[config.mk]
export PLATFORM = sky130hd
export DESIGN_NAME = terminal_line_editor
export DESIGN_NICKNAME = d
export VERILOG_FILES = /design/src/sv/tle_pkg.sv /design/src/sv/terminal_line_editor.sv /design/src/sv/tle_ram.sv /design/src/sv/tle_obuf.sv
export SDC_FILE = /design/constraint.sdc
export NUM_CORES = 1
export LEC_CHECK = 0
export ABC_AREA = 1
export BUFFER_PORTS_ARGS = -buffer_cell sky130_fd_sc_hd__buf_2
export CAP_MARGIN = 10
export CORE_UTILIZATION = 35
export CTS_CLUSTER_DIAMETER = 60
export DETAILED_ROUTE_END_ITERATION = 7
export PLACE_DENSITY = 0.56
export SKIP_LAST_GASP = 1
export SLEW_MARGIN = 10
export SYNTH_ARGS = -nofsm -noshare
export SYNTH_HDL_FRONTEND = slang
export SYNTH_SLANG_ARGS = --single-unit
[constraint.sdc]
create_clock -name clk_i -period 3.4 [get_ports clk_i]
set_input_delay 0.17 -clock clk_i [delete_from_list [all_inputs] [get_ports clk_i]]
set_output_delay 0.17 -clock clk_i [all_outputs]
set_load 0.05 [all_outputs]
[src/sv/tle_pkg.sv]
// ----------------------------------------------------------------------------
// tle_pkg
// Shared types and constants of the terminal line editor: character codes,
// result kinds and the result record that moves between the sequencer and
// the output register.
// ----------------------------------------------------------------------------
`default_nettype none

package tle_pkg;

  // Default line store depth; the line holds at most depth minus one bytes
  localparam int unsigned LineDepthDef = 32;

  // Control characters
  localparam logic [7:0] ChEsc     = 8'd27;
  localparam logic [7:0] ChBracket = 8'h5B;
  localparam logic [7:0] ChDel     = 8'd127;
  localparam logic [7:0] ChBs      = 8'h08;
  localparam logic [7:0] ChCr      = 8'h0D;
  localparam logic [7:0] ChLf      = 8'h0A;
  localparam logic [7:0] ChSpace   = 8'h20;

  // Result kinds
  typedef enum logic [1:0] {
    KIND_ECHO  = 2'd0,
    KIND_LINE  = 2'd1,
    KIND_EMPTY = 2'd2
  } kind_e;

  // Escape tracking codes
  localparam logic [1:0] EscNone  = 2'd0;
  localparam logic [1:0] EscSkip1 = 2'd1;
  localparam logic [1:0] EscSkip2 = 2'd2;

  // One result transaction
  typedef struct packed {
    kind_e      kind;
    logic [7:0] data;
    logic       last;
  } result_t;

endpackage

`default_nettype wire

[src/sv/terminal_line_editor.sv]
// ----------------------------------------------------------------------------
// terminal_line_editor
// Serial console line discipline: edits a line from received bytes, echoes
// them and emits the finished line.
// ----------------------------------------------------------------------------
// Usage:
//   Input channel (in_valid_i / in_ready_o / rx_byte_i) takes one received
//   byte per transaction. Output channel (out_valid_o / out_ready_i) carries
//   kind_o, out_byte_o and last_o; last_o marks the final result of a byte.
//   The input is taken only while the sequencer is idle. A printable byte
//   is accepted and then echoed; an escape byte or a dropped byte is only
//   accepted; backspace echoes backspace, space, backspace; CR or LF echoes
//   CR and LF, then each stored byte in order, or an empty-line result.
//   The line walk reads the store one entry per cycle while the receiver
//   takes each byte, through its single registered read port, with the next
//   read issued as each byte leaves. When the receiver stalls, the output
//   register holds its result and the sequencer waits; nothing is dropped.
//   Reset clears the fill count, the escape state and the output register;
//   the line store has no reset and is never read above the fill count.
// ----------------------------------------------------------------------------
`default_nettype none

module terminal_line_editor #(
  parameter int unsigned LINE_DEPTH = tle_pkg::LineDepthDef,
  localparam int unsigned AW = $clog2(LINE_DEPTH)
) (
  input  wire logic       clk_i,
  input  wire logic       rst_ni,
  input  wire logic       in_valid_i,
  output logic            in_ready_o,
  input  wire logic [7:0] rx_byte_i,
  output logic            out_valid_o,
  input  wire logic       out_ready_i,
  output logic      [1:0] kind_o,
  output logic      [7:0] out_byte_o,
  output logic            last_o
);
  import tle_pkg::*;

  // Sequencer states
  localparam logic [2:0] S_IDLE  = 3'd0;
  localparam logic [2:0] S_ECHO  = 3'd1;
  localparam logic [2:0] S_CR    = 3'd2;
  localparam logic [2:0] S_LF    = 3'd3;
  localparam logic [2:0] S_LINE  = 3'd4;
  localparam logic [2:0] S_EMPTY = 3'd5;
  localparam logic [2:0] S_BS1   = 3'd6;
  localparam logic [2:0] S_BS2   = 3'd7;

  localparam logic [AW-1:0] FillMax = AW'(LINE_DEPTH - 1);

  logic [2:0]    state_q, state_d;
  logic [1:0]    esc_q, esc_d;
  logic [AW-1:0] fill_q, fill_d;
  logic [AW-1:0] idx_q, idx_d;
  logic          sp_q, sp_d;
  logic [7:0]    byte_q;

  logic          in_fire;
  logic          push_valid, push_ready, push_fire;
  result_t       push_data, out_data;
  logic          ram_we, ram_re;
  logic [AW-1:0] ram_raddr;
  logic [7:0]    ram_rdata;
  logic          line_end;

  assign in_ready_o = (state_q == S_IDLE);
  assign in_fire    = in_valid_i && in_ready_o;
  assign push_fire  = push_valid && push_ready;
  assign line_end   = (idx_q == AW'(fill_q - AW'(1)));

  // Decode input, build results and walk the store
  always_comb begin
    state_d    = state_q;
    esc_d      = esc_q;
    fill_d     = fill_q;
    idx_d      = idx_q;
    sp_d       = sp_q;
    ram_we     = 1'b0;
    ram_re     = 1'b0;
    ram_raddr  = idx_q;
    push_valid = 1'b0;
    push_data  = '{kind: KIND_ECHO, data: 8'd0, last: 1'b0};
    unique case (state_q)
      S_IDLE: begin
        if (in_fire) begin
          if (esc_q == EscSkip1) begin
            esc_d = (rx_byte_i == ChBracket) ? EscSkip2 : EscNone;
          end else if (esc_q != EscNone) begin
            esc_d = EscNone;
          end else if (rx_byte_i == ChEsc) begin
            esc_d = EscSkip1;
          end else if (rx_byte_i == ChCr || rx_byte_i == ChLf) begin
            state_d = S_CR;
          end else if (rx_byte_i == ChBs || rx_byte_i == ChDel) begin
            if (fill_q != '0) begin
              fill_d  = AW'(fill_q - AW'(1));
              sp_d    = 1'b0;
              state_d = S_BS1;
            end
          end else if (fill_q < FillMax) begin
            ram_we  = 1'b1;
            fill_d  = AW'(fill_q + AW'(1));
            state_d = S_ECHO;
          end
        end
      end
      S_ECHO: begin
        push_valid = 1'b1;
        push_data  = '{kind: KIND_ECHO, data: byte_q, last: 1'b1};
        if (push_fire) state_d = S_IDLE;
      end
      S_CR: begin
        push_valid = 1'b1;
        push_data  = '{kind: KIND_ECHO, data: ChCr, last: 1'b0};
        if (push_fire) state_d = S_LF;
      end
      S_LF: begin
        push_valid = 1'b1;
        push_data  = '{kind: KIND_ECHO, data: ChLf, last: 1'b0};
        if (push_fire) begin
          if (fill_q == '0) begin
            state_d = S_EMPTY;
          end else begin
            // Fetch the first stored byte
            ram_re    = 1'b1;
            ram_raddr = '0;
            idx_d     = '0;
            state_d   = S_LINE;
          end
        end
      end
      S_LINE: begin
        push_valid = 1'b1;
        push_data  = '{kind: KIND_LINE, data: ram_rdata, last: line_end};
        if (push_fire) begin
          if (line_end) begin
            fill_d  = '0;
            state_d = S_IDLE;
          end else begin
            // Prefetch the next byte as this one leaves
            idx_d     = AW'(idx_q + AW'(1));
            ram_re    = 1'b1;
            ram_raddr = AW'(idx_q + AW'(1));
          end
        end
      end
      S_EMPTY: begin
        push_valid = 1'b1;
        push_data  = '{kind: KIND_EMPTY, data: 8'd0, last: 1'b1};
        if (push_fire) state_d = S_IDLE;
      end
      S_BS1: begin
        // Backspace, then space
        push_valid = 1'b1;
        push_data  = '{kind: KIND_ECHO, data: (sp_q ? ChSpace : ChBs), last: 1'b0};
        if (push_fire) begin
          if (sp_q) state_d = S_BS2;
          else sp_d = 1'b1;
        end
      end
      S_BS2: begin
        push_valid = 1'b1;
        push_data  = '{kind: KIND_ECHO, data: ChBs, last: 1'b1};
        if (push_fire) state_d = S_IDLE;
      end
      default: begin
        state_d = S_IDLE;
      end
    endcase
  end

  always_ff @(posedge clk_i or negedge rst_ni) begin
    if (!rst_ni) begin
      state_q <= S_IDLE;
      esc_q   <= EscNone;
      fill_q  <= '0;
      idx_q   <= '0;
      sp_q    <= 1'b0;
    end else begin
      state_q <= state_d;
      esc_q   <= esc_d;
      fill_q  <= fill_d;
      idx_q   <= idx_d;
      sp_q    <= sp_d;
    end
  end

  // Hold the byte to echo
  always_ff @(posedge clk_i) begin
    if (in_fire) begin
      byte_q <= rx_byte_i;
    end
  end

  tle_ram #(
    .WIDTH(8),
    .DEPTH(LINE_DEPTH)
  ) u_line_ram (
    .clk_i  (clk_i),
    .we_i   (ram_we),
    .waddr_i(fill_q),
    .wdata_i(rx_byte_i),
    .re_i   (ram_re),
    .raddr_i(ram_raddr),
    .rdata_o(ram_rdata)
  );

  tle_obuf u_obuf (
    .clk_i       (clk_i),
    .rst_ni      (rst_ni),
    .push_valid_i(push_valid),
    .push_data_i (push_data),
    .push_ready_o(push_ready),
    .out_valid_o (out_valid_o),
    .out_ready_i (out_ready_i),
    .out_data_o  (out_data)
  );

  assign kind_o     = out_data.kind;
  assign out_byte_o = out_data.data;
  assign last_o     = out_data.last;

  // Fill count stays within the line capacity
  assert property (@(posedge clk_i) disable iff (!rst_ni) fill_q <= FillMax)
    else $error("fill count beyond line capacity");

  // A pushed final result returns the sequencer to idle
  assert property (@(posedge clk_i) disable iff (!rst_ni)
    push_fire && push_data.last |=> state_q == S_IDLE)
    else $error("sequencer not idle after final result");

  // A line walk never reads past the stored bytes
  assert property (@(posedge clk_i) disable iff (!rst_ni)
    state_q == S_LINE |-> idx_q < fill_q)
    else $error("line walk past fill count");

  // The second skip phase only follows the first
  assert property (@(posedge clk_i) disable iff (!rst_ni)
    esc_d == EscSkip2 && esc_q != EscSkip2 |-> esc_q == EscSkip1)
    else $error("bracket skip without escape");

endmodule

`default_nettype wire

[src/sv/tle_ram.sv]
// ----------------------------------------------------------------------------
// tle_ram
// Generic single-write, single-read synchronous RAM. The read data is
// registered and holds its value while no read is issued.
// ----------------------------------------------------------------------------
`default_nettype none

module tle_ram #(
  parameter int unsigned WIDTH = 8,
  parameter int unsigned DEPTH = 32,
  localparam int unsigned AW = $clog2(DEPTH)
) (
  input  wire logic             clk_i,
  input  wire logic             we_i,
  input  wire logic [AW-1:0]    waddr_i,
  input  wire logic [WIDTH-1:0] wdata_i,
  input  wire logic             re_i,
  input  wire logic [AW-1:0]    raddr_i,
  output logic      [WIDTH-1:0] rdata_o
);

  logic [WIDTH-1:0] mem_q [DEPTH];

  // Write port
  always_ff @(posedge clk_i) begin
    if (we_i) begin
      mem_q[waddr_i] <= wdata_i;
    end
  end

  // Registered read port
  always_ff @(posedge clk_i) begin
    if (re_i) begin
      rdata_o <= mem_q[raddr_i];
    end
  end

endmodule

`default_nettype wire

[src/sv/tle_obuf.sv]
// ----------------------------------------------------------------------------
// tle_obuf
// One-entry output register. Holds a result transaction until the receiver
// takes it and accepts a new one in the same cycle the old one leaves.
// ----------------------------------------------------------------------------
`default_nettype none

module tle_obuf (
  input  wire logic             clk_i,
  input  wire logic             rst_ni,
  input  wire logic             push_valid_i,
  input  wire tle_pkg::result_t push_data_i,
  output logic                  push_ready_o,
  output logic                  out_valid_o,
  input  wire logic             out_ready_i,
  output tle_pkg::result_t      out_data_o
);
  import tle_pkg::*;

  logic    valid_q, valid_d;
  result_t data_q;

  assign push_ready_o = !valid_q || out_ready_i;

  // Track occupancy
  always_comb begin
    valid_d = valid_q;
    if (push_ready_o) begin
      valid_d = push_valid_i;
    end
  end

  always_ff @(posedge clk_i or negedge rst_ni) begin
    if (!rst_ni) begin
      valid_q <= 1'b0;
    end else begin
      valid_q <= valid_d;
    end
  end

  // Load payload on push
  always_ff @(posedge clk_i) begin
    if (push_ready_o && push_valid_i) begin
      data_q <= push_data_i;
    end
  end

  assign out_valid_o = valid_q;
  assign out_data_o  = data_q;

endmodule

`default_nettype wire

# Word-level counts from Yosys, hierarchy flattened
# Memories as Yosys holds them, arrays and structs flattened. A register that Yosys moved wholly into a read port is not among the register bits.
# Cells that the tools add are included.
# classes
addsub,3
n_lt_le_gt_ge,1
n_eq_ne,33
muxes,64
reduce_logical,19
# ops
cell,n
one-hot mux 11 bit (7 select lines),1
two-way mux 5 bit,14
two-way mux 3 bit,15
== test 8 x 4 -> 1 bit (second input constant),3
two-way mux 1 bit,24
!= test 2 bit (second input constant),10
one-hot mux 5 bit (2 select lines),2
one-hot mux 3 bit (6 select lines),1
== test 8 x 7 -> 1 bit (second input constant),2
AND reduction 13 bit,1
== test 3 bit (second input constant),4
adder 5 x 1 -> 5 bit (second input constant),2
AND reduction 10 bit,1
AND reduction 9 bit,1
== test 8 x 5 -> 1 bit (second input constant),1
two-way mux 2 bit,4
!= test 2 x 1 -> 1 bit (second input constant),4
OR reduction 7 bit,1
== test 3 x 2 -> 1 bit (second input constant),2
two-way mux 6 bit,1
nonzero test 2 bit,3
== test 5 bit,1
zero test 5 bit,1
< comparator 5 bit (second input constant),1
other kinds (16),20
# totals
reg_bits,36
ram_bits,256
input_bits,12
output_inout_bits,13
elab_cells,131
memories,1
# mem_list
memory,words,width,rd,rd_clocked_by_memory_dff,write_ports,line_no,rtl
u_line_ram.mem_q,32,8,1,1,1,tle_ram.sv:22,logic [WIDTH-1:0] mem_q [DEPTH];

# Logic depth before layout (Yosys ltp)
# logic_depth
word_depth,11
ltp_mapped,22
mapped_depth_nobuf,20

# Cells and area by module
# From an unflattened synthesis, not the netlist that was laid out.
# unflattened
hier_cells,1209
hier_area_um2,13087.6
# modules_own_cells
mod,instances,cells_each,area_per_inst_um2,seq_area_each_um2
tle_ram,1,922,10866.7,7927.6
terminal_line_editor,1,270,1845.5,640.6
tle_obuf,1,17,375.4,355.3

# Worst setup path before layout
# Ideal clock, no wire load.
# synth_timing
path_kind,flip-flop to flip-flop
startpoint,register fill_q[0]
endpoint,"register u_line_ram.rdata_o[5], read port of u_line_ram.mem_q, data pin"
setup_ps,253
arrival_ps,2385
required_time_ps,3147
path_slack_ps,762
stages_incl_launch_ff,19
path_buffers,1
synth_period_minus_slack_ps,2638
cell_sequence,dfrtp_1 > inv_1 > ha_1 > inv_1 > nor2_2 > nand2_1 > nand3_1 > nand2_1 > nand4_4 > nand2_2 > o21ai_1 > nand3_1 > a22oi_2 > inv_2 > buf_2 > nand3_1 > nand2_1 > nand2_1 > nand2_1
# synth_between
elab_chain_cells,5
word_cells_on_any_way,13
cone_classes,add/sub (1); eq/ne (1); mux (10); reduce/logical (1)
# synth_rtl
item,line_no,rtl
from (decl),terminal_line_editor.sv:54,"logic [AW-1:0] fill_q, fill_d;"
from (signal assigned),terminal_line_editor.sv:183,fill_q <= fill_d;
subtractor 5 x 1 -> 5 bit,terminal_line_editor.sv:70,assign line_end = (idx_q == AW'(fill_q - AW'(1)));
== test 5 bit,terminal_line_editor.sv:70,
two-way mux 5 bit / two-way mux 1 bit (equally long branches) (2 in series),-,
one-hot mux 5 bit (2 select lines) / one-hot mux 1 bit (2 select lines) (equally long branches),terminal_line_editor.sv:84,unique case (state_q)
to (decl),tle_ram.sv:19,output logic [WIDTH-1:0] rdata_o
# Several ways; a longest one is shown, not always the timed one.
# A chain may end at the register's enable or synchronous reset.

# Worst setup path after layout
# Same ends and word-level chain as after synthesis.

==> impl_results.md <==
- Reg power frac: 35.7%
- Logic gate share of total power: between 30% and 40%
- Total Nets Final: 1416
- Clock Latency Late Sink: 0.52 ns
- Die Ht: 200 microns
- Worst setup SP type: register
- Clock-pin slew on the worst setup and hold paths: roughly 0.06 ns
- Period utilization: between 90 and 100%
- Placer Congestion: 0.859
- Hold Crit Class: in2reg
- Post-route worst setup slack: 0.245 ns
- Complex-gate fraction of the synthesized area: 1.98%
- Row cnt: between 70 and 80
- Post-DRT Antenna Nets: 0
- Slew Limit Fails: 0
- # IOs: 25
- Inst Count DP: 1870
- Detail Placement HPWL: approximately 23000 microns
- Detailed Route Iter0 Violations: 897
- Post-Place Setup Slack: 0.180 ns
- Routed WL per cell: 18.9 microns
- FF+latch count, synth: 300
- Vias per cell: approximately 5
- PD cells: 800 mW/mm^2
- Distinct cells, synth: 38
- PortBufs: 24
- Final min period: 3.15 ns
- Full die area: 0.0398 sq mm
- Synth Area in Adders: 0.458%
- CTS tree: yes
- Drt first pass iters: 8
- Fin Setup TNS: 0 ns
- Htree depth: 2
- TritonCTS Sinks: 300
- MaxCap Viol Count: 0
- Max Fclk: about 0.32 GHz
- Clock Path Buffers: 3
- Top_reg_cell synth: edfxtp_1
- Critical Path AT: 3.43 ns
- Register area share after synthesis: 65.4%
- Largest driver fanout on the critical path: 64
- First-pass GRT wire length: 56600 microns
- Top cells by area, synth: edfxtp_1 (62%), nand3_1 (11%), nand2_1 (9.2%), inv_1 (4.6%), dfrtp_1 (3.1%)
- Req. time, crit path: 3.67 ns
- Max-slew headroom: 57.4%
- Internal power consumption: 7910 uW
- N_diodes: 0
- RSZ-0062 raised after global routing: yes
- VDD IR max: roughly 0.39 mV
- Tot GR Track Use: 19.0%
- DRC viols: 0
- EDFF count, synth: 283
- Area share of the largest cell type after synthesis: 62.2%
- Post-synthesis async set-or-reset flop share: 5.67%
- Largest family of logic cells by synthesized area: simple AND/OR/NAND/NOR gates
- Most common cell in the netlist: nand2_1
- Clk root buf: clkbuf_16
- Area leader, netlist: edfxtp_1
- Fill cells: 3706
- Final Non-Filler Cells: 1936
- Post-synthesis mux area share: 0%
- Hold_ws: between 0.03 and 0.04 ns
- Placed inst area: about 0.015 sq mm
- Commonest cells in the netlist: nand2_1 (334), nand3_1 (303), edfxtp_1 (283), inv_1 (167), nor2_1 (59)
- Critical Path End Type: register
- Net count after synthesis: 1353
- Leak: roughly 0.0064 uW
- Switching share of total power: 37.7%
- Final setup fails: 0
- Simple-Gate Fraction of Synth Area: 24.8%
- Net Sw Power: 4780 uW
- Mapped Cells: 1336
- Final hold vios: 0
- CTS buffer count: 36
- Setup Skew: between 0.015 and 0.02 ns
- Vias: 9622
- Initial antenna violation count: 3
- Area Growth Syn to Fin: 16.2%
- XOR/XNOR Fraction of Synth Area: 0.128%
- Warnings from Yosys: 0
- Status: finished, final reports clean
- GRT overflow: 0
- Core area: about 0.038 sq mm
- Mean Syn Cell Area: 10.2 sq um
- Actual slew at the worst max-slew pin: approximately 0.64 ns
- Critical path type: reg2reg
- Initial Util: 35.9%
- Largest net degree at the start of global routing: 71
- Synth Cell Area: 0.0137 sq mm
- Ratio of cells with drive above 1 in the final layout: between 10 and 15%
- DRT Wirelength: roughly 37000 microns
- Vias in the first global route: 9358
- Clock power share: 28.8%
- Die X: 200 microns
- Post-route design area: 0.0159 sq mm
## cells in the final DEF (no fill, tap or decap), drive strengths merged
cell type and n:
o41ai 1, nand3 303, inv 177, nand3b 33, clkinv 11, a221o 1
edfxtp 283, or2 1, xor2 1, bufinv 2, ha 5, nor4 1
nand4 6, clkinvlp 2, nand2 335, dlygate4sd3 2, a22o 3, nor3 2
o21ai 19, buf 89, o22ai 6, clkbuf 46, xnor2 1, dfrtp 17
a21oi 5, o2111ai 1, a211oi 2, a22oi 1, a31oi 2, nor2 67
## per-stage QoR
stage	total power, uW	util, %
after floorplan	7660	-
after global placement	9110	38.7
after detailed placement	9100	38.7
after CTS	12700	41.7
after global routing	13400	41.7
final	12700	41.7
## sequential cells by signal (all words and copies together) (netlist names), 2 cells and up
register and cells:
byte_q 8, esc_q 2, fill_q 5, idx_q 5
state_q 3, u_line_ram.mem_q 256, u_line_ram.rdata_o 8, u_obuf.out_data_o 11
## critical path: stages, from the launching register on
cell and delay [ns]:
dfrtp_1 0.42, inv_1 0.08, ha_1 0.26, inv_1 0.12
nand2_1 0.08, nand3_1 0.08, nand2_1 0.07, nor2_2 0.12
nand4_4 0.15, nand2_2 0.12, nand2_1 0.09, nand3_4 0.11
buf_12 0.28, nand3b_1 0.12, nand3_1 0.09, nand3_1 0.17
nand3_1 0.26, nand2_1 0.08, nand2_1 0.06, nand2_1 0.06
## metal layers
layer / track usage [%] / part of all wire, % / vias to the layer above
li1: - / - / 4642
met4: 6.93 / 3.3 / 4
met3: 3.90 / 5.5 / 69
met2: 30.5 / 46 / 241
met5: 0 / 0.068 / -
met1: 25.3 / 45 / 4666
## logic make-up (layout without fill, tap and decap cells)
logic type	after synthesis	in the layout
simple gates	748	748
flops	300	300
buf+inv	240	329
compound gates	41	41
fa+ha+maj	5	5
xor+xnor	2	2
## power by group through the flow
stage / Combinational, uW / Clock, uW / Sequential (uW)
floorplan: 2830 / 0 / 4830
global placement: 4500 / 0 / 4610
detailed placement: 4490 / 0 / 4610
CTS: 4510 / 3710 / 4530
global route: 4990 / 3820 / 4570
finish: 4500 / 3650 / 4530
## area by class of cell
class                      instances  area (sq um)  share of cell area, %
sequential                       300          8920                   56.2
clock inverter                    18           153                  0.962
tap                              511           639                   4.03
timing repair buffer              91           761                   4.79
inverter                         174           658                   4.15
multi-input combinational        796          3770                   23.8
clock buffer                      46           960                   6.05
## worst paths after layout
path,from,slack (ns),cells after the start,to
setup / recovery,fill_q[0],0.25,19,u_line_ram.rdata_o[5]
hold / removal,out_ready_i,0.04,4,u_obuf.out_valid_o
setup reg to reg,fill_q[0],0.25,19,u_line_ram.rdata_o[5]
hold reg to reg,esc_q[1],0.51,2,esc_q[1]
max in group asynchronous,rst_ni,2.97,2,fill_q[4]
min in group asynchronous,rst_ni,0.13,2,u_obuf.out_valid_o
## timing repair
item	in CTS	in global routing
hold buffers	2	0
hold endpoints to repair	18	0
endpoints found under the setup margin	0	6
gates resized for setup	0	4
buffers inserted	0	0
(Power assumes the default switching activity.)
